<file path="src/design/urlpd_pkg.sv">
package urlpd_pkg;

    localparam logic [7:0] CHAR_PERCENT = 8'h25;
    localparam logic [7:0] CHAR_PLUS    = 8'h2B;
    localparam logic [7:0] CHAR_SPACE   = 8'h20;
    localparam logic [7:0] CHAR_ZERO    = 8'h30;
    localparam logic [7:0] CHAR_NINE    = 8'h39;
    localparam logic [7:0] CHAR_LO_A    = 8'h61;
    localparam logic [7:0] CHAR_LO_F    = 8'h66;
    localparam logic [7:0] CHAR_UP_A    = 8'h41;
    localparam logic [7:0] CHAR_UP_F    = 8'h46;
    // digit value = byte - offset
    localparam logic [7:0] LO_HEX_OFFSET = 8'h57;
    localparam logic [7:0] UP_HEX_OFFSET = 8'h37;

    typedef enum logic [2:0] {
        PH_PLAIN  = 3'b001,
        PH_FIRST  = 3'b010,
        PH_SECOND = 3'b100
    } phase_t;

    typedef struct packed {
        phase_t     phase;
        logic [3:0] high_nibble;
    } esc_state_t;

    typedef struct packed {
        logic       out_valid;
        logic [7:0] out_byte;
        logic       out_end;
    } result_t;

    function automatic logic [3:0] hex_value(input logic [7:0] ch);
        logic [7:0] d;
        d = 8'h00;
        if (ch >= CHAR_ZERO && ch <= CHAR_NINE) begin
            d = ch - CHAR_ZERO;
        end else if (ch >= CHAR_LO_A && ch <= CHAR_LO_F) begin
            d = ch - LO_HEX_OFFSET;
        end else if (ch >= CHAR_UP_A && ch <= CHAR_UP_F) begin
            d = ch - UP_HEX_OFFSET;
        end
        return d[3:0];
    endfunction

endpackage

</file>
<file path="src/design/urlpd_decode.sv">
module urlpd_decode (
    input  urlpd_pkg::esc_state_t state,
    input  logic [7:0]            in_byte,
    input  logic                  end_of_text,
    input  logic                  plus_to_space,
    output urlpd_pkg::esc_state_t state_next,
    output urlpd_pkg::result_t    result
);

    logic [3:0] digit;
    logic [7:0] escaped;

    assign digit   = urlpd_pkg::hex_value(in_byte);
    assign escaped = {state.high_nibble, digit};

    always_comb begin
        state_next         = state;
        result.out_valid   = 1'b0;
        result.out_byte    = 8'h00;
        result.out_end     = end_of_text;
        unique case (state.phase)
            urlpd_pkg::PH_FIRST: begin
                state_next.high_nibble = digit;
                state_next.phase = end_of_text ? urlpd_pkg::PH_PLAIN : urlpd_pkg::PH_SECOND;
            end
            urlpd_pkg::PH_SECOND: begin
                // an escape that decodes to zero leaves out_valid low
                result.out_valid = (escaped != 8'h00);
                result.out_byte  = escaped;
                state_next.phase = urlpd_pkg::PH_PLAIN;
            end
            default: begin
                if (in_byte == urlpd_pkg::CHAR_PERCENT) begin
                    state_next.phase = end_of_text ? urlpd_pkg::PH_PLAIN
                                                   : urlpd_pkg::PH_FIRST;
                end else begin
                    result.out_valid = 1'b1;
                    result.out_byte  = (plus_to_space && in_byte == urlpd_pkg::CHAR_PLUS)
                                       ? urlpd_pkg::CHAR_SPACE : in_byte;
                    state_next.phase = urlpd_pkg::PH_PLAIN;
                end
            end
        endcase
    end

endmodule

</file>
<file path="src/design/url_percent_decoder.sv">
// Channel  Direction  Ports                         Word
// s_       in         s_tvalid s_tready s_tdata     tdata[7:0] in_byte, tlast end_of_text
//                     s_tlast
// m_       out        m_tvalid m_tready m_tdata     tdata[7:0] out_byte, tuser[0] out_valid,
//                     m_tuser m_tlast               tlast out_end
// cfg_     in         cfg_valid cfg_ready cfg_data  plus_to_space
//
// One word in, one word out, one cycle per word unless m_tready stalls. Results
// are registered in the main register; a skid register behind the output keeps
// s_tready high for one more word while m_tready is low, so s_tready is registered.
// Synchronous active-low reset clears the escape state, output valids and sets
// plus_to_space. cfg_ready is always high.
module url_percent_decoder (
    input  logic       aclk,
    input  logic       aresetn,
    input  logic       s_tvalid,
    output logic       s_tready,
    input  logic [7:0] s_tdata,   // [7:0] in_byte
    input  logic       s_tlast,   // end_of_text
    output logic       m_tvalid,
    input  logic       m_tready,
    output logic [7:0] m_tdata,   // [7:0] out_byte
    output logic [0:0] m_tuser,   // [0] out_valid
    output logic       m_tlast,   // out_end
    input  logic       cfg_valid,
    output logic       cfg_ready,
    input  logic       cfg_data
);

    urlpd_pkg::esc_state_t state_reg, state_next;
    urlpd_pkg::result_t    result;
    urlpd_pkg::result_t    main_reg, skid_reg;
    logic                  main_valid_reg, skid_valid_reg;
    logic                  plus_reg;
    logic                  accept, take;

    assign cfg_ready = 1'b1;
    assign s_tready  = !skid_valid_reg;
    assign accept    = s_tvalid && s_tready;
    assign take      = main_valid_reg && m_tready;

    urlpd_decode u_decode (
        .state         (state_reg),
        .in_byte       (s_tdata),
        .end_of_text   (s_tlast),
        .plus_to_space (plus_reg),
        .state_next    (state_next),
        .result        (result)
    );

    always_ff @(posedge aclk) begin
        if (!aresetn) begin
            plus_reg <= 1'b1;
        end else if (cfg_valid) begin
            plus_reg <= cfg_data;
        end
    end

    always_ff @(posedge aclk) begin
        if (!aresetn) begin
            state_reg.phase       <= urlpd_pkg::PH_PLAIN;
            state_reg.high_nibble <= 4'h0;
        end else if (accept) begin
            state_reg <= state_next;
        end
    end

    always_ff @(posedge aclk) begin
        if (!aresetn) begin
            main_valid_reg <= 1'b0;
            skid_valid_reg <= 1'b0;
        end else if (!main_valid_reg || take) begin
            main_valid_reg <= skid_valid_reg || accept;
            skid_valid_reg <= 1'b0;
        end else if (accept) begin
            skid_valid_reg <= 1'b1;
        end
    end

    // payload, no reset
    always_ff @(posedge aclk) begin
        if (!main_valid_reg || take) begin
            main_reg <= skid_valid_reg ? skid_reg : result;
        end else if (accept) begin
            skid_reg <= result;
        end
    end

    assign m_tvalid   = main_valid_reg;
    assign m_tdata    = main_reg.out_byte;
    assign m_tuser[0] = main_reg.out_valid;
    assign m_tlast    = main_reg.out_end;

endmodule

</file>
<file path="config.mk">
export PLATFORM = sky130hd
export DESIGN_NAME = url_percent_decoder
export DESIGN_NICKNAME = d
export VERILOG_FILES = /design/src/design/urlpd_pkg.sv /design/src/design/urlpd_decode.sv /design/src/design/url_percent_decoder.sv
export SDC_FILE = /design/constraint.sdc
export NUM_CORES = 1
export LEC_CHECK = 0
export ABC_AREA = 1
export BUFFER_PORTS_ARGS = -buffer_cell sky130_fd_sc_hd__buf_2
export CORE_MARGIN = 2
export CORE_UTILIZATION = 54
export DETAILED_ROUTE_END_ITERATION = 16
export GPL_TIMING_DRIVEN = 1
export PLACE_DENSITY = 0.79
export SYNTH_ARGS = -nofsm -noshare
export SYNTH_HDL_FRONTEND = slang
export SYNTH_SLANG_ARGS = --single-unit
</file>
<file path="constraint.sdc">
create_clock -name aclk -period 2 [get_ports aclk]
set_input_delay 0.4 -clock aclk [delete_from_list [all_inputs] [get_ports aclk]]
set_output_delay 0.4 -clock aclk [all_outputs]
set_load 0.01 [all_outputs]
</file>
[After elaboration in Yosys (flattened, before gate mapping)]
Cells that the tools add are included.
W data, S select, Z words.
Storage, ports and cells
  register bits: 30
  bits of input ports: 15
  output and inout port bits: 13
  word-level logic and storage cells: 51
Cells by class
  add/subtract/negate cells: 3
  magnitude comparators: 6
  equality and inequality tests: 4
  muxes and demuxes: 11
  bitwise gates (word level): 2
  reductions and logical operators: 14
Operator list (count)
  $pmux W9 S2: 1
  $eq A8 B6 Y1 const B: 2
  $ge A8 B7 Y1 const B: 2
  $le A8 B7 Y1 const B: 2
  $mux W4: 3
  $mux W10: 1
  $mux W9: 1
  $ge A8 B6 Y1 const B: 1
  $le A8 B6 Y1 const B: 1
  $mux W8: 1
  $reduce_bool A8 Y1: 1
  $sub A4 B3 Y4 const B: 2
  $logic_and A1 B1 Y1: 6
  $mux W3: 2
  $pmux W3 S2: 1
  $reduce_and A2 Y1: 2
  $sub A4 B1 Y4 const B: 1
  $eq A3 B2 Y1 const B: 1
  $eq A3 B3 Y1 const B: 1
  $logic_not A1 Y1: 2
  $logic_or A1 B1 Y1: 2
  $mux W2: 1
  $not A1 Y1: 2
  $reduce_or A2 Y1: 1

[Depth between registers and ports, before layout]
  word-level depth: 8
  gate-level depth with buffers: 14

[Hierarchy]
A second synthesis with hierarchy kept.
Second synthesis, totals
  cells, all modules: 204
  area total of the unflattened synthesis: 1624.1 um^2
Modules (own cells, without submodules)
  url_percent_decoder: times used 1, cells each 113, area each 1147.4 um^2, sequential area each 800.8 um^2
  urlpd_decode: times used 1, cells each 91, area each 476.7 um^2, sequential area each 0.0 um^2

[Worst setup path after synthesis]
OpenSTA, ideal clock, no wires.
  kind: in2reg
  start point: in s_tdata[0]
  end point: reg main_reg, in the netlist m_tuser (data pin)
  library setup time: 252 ps
  arrival: 1427 ps
  data required time: 1748 ps
  slack: 321 ps
  cell stages on the path: 14
  path buffers: 0
  cells stage by stage: inv_1 ha_1 o21ai_2 nand2_1 nand2_2 inv_2 nand2_1 nand2_1 nor2_1 nand3_1 nand2_1 nand2_2 nand2_1 nand2_1
RTL lines
  from (decl): RTL line url_percent_decoder.sv:18  | input logic [7:0] s_tdata,
  to (signal assigned): RTL line url_percent_decoder.sv:83  | main_reg <= skid_valid_reg ? skid_reg : result;
  to (decl): RTL line url_percent_decoder.sv:32  | urlpd_pkg::result_t main_reg, skid_reg;

[Worst setup path in the final report]
  start point: reg skid_valid_reg
  end point: out s_tready
Between the ends
  word-level cells in the longest chain between the ends: 1
RTL lines
  from (decl): RTL line url_percent_decoder.sv:33  | logic main_valid_reg, skid_valid_reg;
  from (signal assigned): RTL line url_percent_decoder.sv:71  | skid_valid_reg <= 1'b0;
  from (signal assigned): RTL line url_percent_decoder.sv:74  | skid_valid_reg <= 1'b0;
  from (signal assigned): RTL line url_percent_decoder.sv:76  | skid_valid_reg <= 1'b1;
  $logic_not A1 Y1: RTL line url_percent_decoder.sv:38  | assign s_tready = !skid_valid_reg;
  to (decl): RTL line url_percent_decoder.sv:17  | output logic s_tready,
Every way passes these cells.

==> results by group <==
Synthesis
  • Yosys warns: 0
  • Post-synth top area cell: edfxtp_1
  • Synthesis-stage register bit count: 30
  • Share of the synthesized area in the top cell type: 39.5%
  • Asr flop ratio synth: 0%
  • Area of the mapped netlist: 0.00152 mm^2
  • Top post-synthesis cells by area: edfxtp_1, dfxtp_1, nand2_1
  • Mapped Cells: 176
  • Syn_area_per_cell: 8.64 um^2
  • Synth top cells by count: nand2_1, inv_1, edfxtp_1
  • Sequential area share after synthesis: between 50 and 60%
  • Syn_nets: slightly below 200
  • Netlist cell types: 26
  • Most frequent cell after synthesis: nand2_1
  • Synth Flop Type: edfxtp_1
  • EDFF count, synth: 20

Floorplan
  • Die span in x: around 57 um
  • Die Ht: between 50 and 60 um
  • Starting Density: 56.1%
  • Core area: around 0.0027 mm^2
  • # IOs: 28
  • Die ar.: 0.00326 mm^2
  • Cell row count: 19

Drt
  • Vias/cell: between 5 and 6
  • Initial DRC Count: 58
  • Routed via count: 1,290
  • First-pass detailed-route iteration total: 4
  • Final ANT Viol Nets: 0
  • Routed WL: just over 3000 um
  • Detailed-route wire length per cell: 12.8 um
  • Residual DRC: 0

Placed design
  • GPL Wtd Cong: 0.937
  • Dpl ws: 0.0195 ns
  • Placed standard-cell area: 0.00169 mm^2
  • Post-DP HPWL: 2420 um
  • Port Buf Inserts: 26
  • Placed Instances: approximately 230

CTS
  • Clk sinks: 30
  • Hold Buf Count CTS: 0
  • Num CTS Buffers: 5
  • Worst-Skew Late Latency: about 0.33 ns
  • Post-CTS Resized: 0
  • Clock slew at reported path FFs: 0.10 ns
  • Post-CTS Setup Inserts: 0
  • CTS Buffer Depth: 2
  • Root buffer cell: clkbuf_4
  • CTS tree: yes
  • H-tree levels: 2

Power
  • Worst vdd ir: around 0.00047 V
  • PD cells: 669 mW/mm^2
  • Power Total: 1.16 mW
  • Pleak: between 0.7 and 0.8 nW

Worst setup path
  • Critical path arrival: about 1.4 ns
  • Worst reg-to-reg path cell count: 4
  • Worst Path Max Fanout: 13
  • Slowest library cell on the worst path: dfxtp_1
  • Startpoint Class: register
  • FF-to-FF Start: skid_valid_reg$_SDFFE_PP0P_
  • Kind of critical path: register to primary output
  • Max stage delay on crit path: 0.60 ns
  • Worst-path cell chain: inv_1, buf_2
  • R2R Setup Slk: 0.48 ns
  • Worst EP required: 1.60 ns
  • R2R Path End: skid_reg[1]$_DFFE_PP_
  • Setup crit end kind: primary output

GRT
  • Initial antenna violation count: 0
  • Vias in the first global route: 1,233
  • Largest net degree at the start of global routing: 14
  • First-pass GRT wire length: 5190 um
  • Grt total ovfl: 0
  • Tot GR Track Use: 20.7%

Timing
  • Endpoints failing hold: 0
  • Hold Slack: 0.246 ns
  • Final period utilization: 91.7%
  • RSZ-0062 raised after global routing: false
  • Final WS setup: roughly 0.17 ns
  • Fin Setup TNS: 0 ns
  • Max Fclk: 0.545 GHz
  • Time the worst path needs with I/O delays and setup: 1.83 ns
  • Slew Viols, Final: 0
  • Setup Skew: approximately 0.016 ns
  • Final setup fails: 0

Cells and area
  • Nets: 226
  • Max FFs per register: 10
  • Post-Layout Cell Count: 240
  • Layout cells sized above 1: 26.8%
  • Number of diodes: 0
  • Final core occ: 64.2%
  • Final Cell Area: 0.00174 mm^2
  • Filler instances: 251
  • Area grow syn2layout: 14.4%

Worst hold path
  • Worst hold endpoint: plus_reg$_SDFFE_PN1P_
  • Worst hold path cell count: 2
  • Hold Path Class: input pin to register
  • Critical hold path startpoint: cfg_valid

Run status
  • Status: completed

Run
  • Max_cap viols: 0
-- per-layer routing --
metal	routed length (um)	up-vias	global-route usage (%)
li1	-	636	-
met1	1230	584	23.7
met2	1560	56	35.8
met3	189	14	5.22
met4	94	0	10.6
met5	0	-	0
-- cells in the final DEF (no fill, tap or decap) --
cell type	instances
nand3_2	1
nand3_1	8
o21ai_2	4
o22ai_1	3
buf_4	2
dfxtp_1	10
inv_1	24
nand2_1	47
clkinv_2	1
nor3_2	1
clkinvlp_4	1
nor3_4	1
nor2_2	3
ha_1	3
o22ai_2	1
inv_2	3
clkinv_1	1
a211oi_1	1
nand2_2	6
o21ai_1	2
o21ai_0	8
nand4_1	3
nor2_1	13
a21oi_1	8
buf_2	26
a31oi_1	1
conb_1	1
edfxtp_1	20
nor2_4	1
clkbuf_4	5
-- kinds of logic (layout without fill, tap and decap cells) --
group	Yosys count	in the layout	share of synthesized area, %
AOI/OAI and AO/OA	28	28	11.2
and+or+nand+nor	84	84	25.5
buffers and inverters	30	63	7.90
adders and majority gates	3	3	2.47
other	1	1	0.247
DFF	30	30	52.7
-- final cells by class --
type                       count  area [um^2]  share of cell area [%]
inverter                      27          101                    5.83
tap                           31         38.8                    2.23
timing repair buffer          28          145                    8.35
sequential                    30          801                    46.0
clock inverter                 3         16.3                   0.935
multi-input combinational    116          599                    34.5
clock buffer                   5         37.5                    2.16
-- power breakdown --
group	switching, mW	internal [mW]	total (mW)
Combinational	0.0802	0.0474	0.128
Clock	0.209	0.130	0.340
Sequential	0.00887	0.688	0.697
-- how the worst max path moves through the flow --
stage	from	to	slack [ns]
after floorplan	s_tdata[0]	m_tuser$_DFFE_PP_	0.32
after global placement	s_tdata[0]	m_tuser$_DFFE_PP_	0.08
after detailed placement	s_tdata[0]	m_tuser$_DFFE_PP_	0.02
after CTS	skid_valid_reg$_SDFFE_PP0P_	s_tready	0.17
after global routing	skid_valid_reg$_SDFFE_PP0P_	s_tready	0.08
final	skid_valid_reg$_SDFFE_PP0P_	s_tready	0.17
-- critical path, delay by kind of cell (launching register included) --
family                 cells  cell delay [ns]
buffers and inverters      2             0.51
DFF                        1             0.60
(Power assumes the default switching activity.)
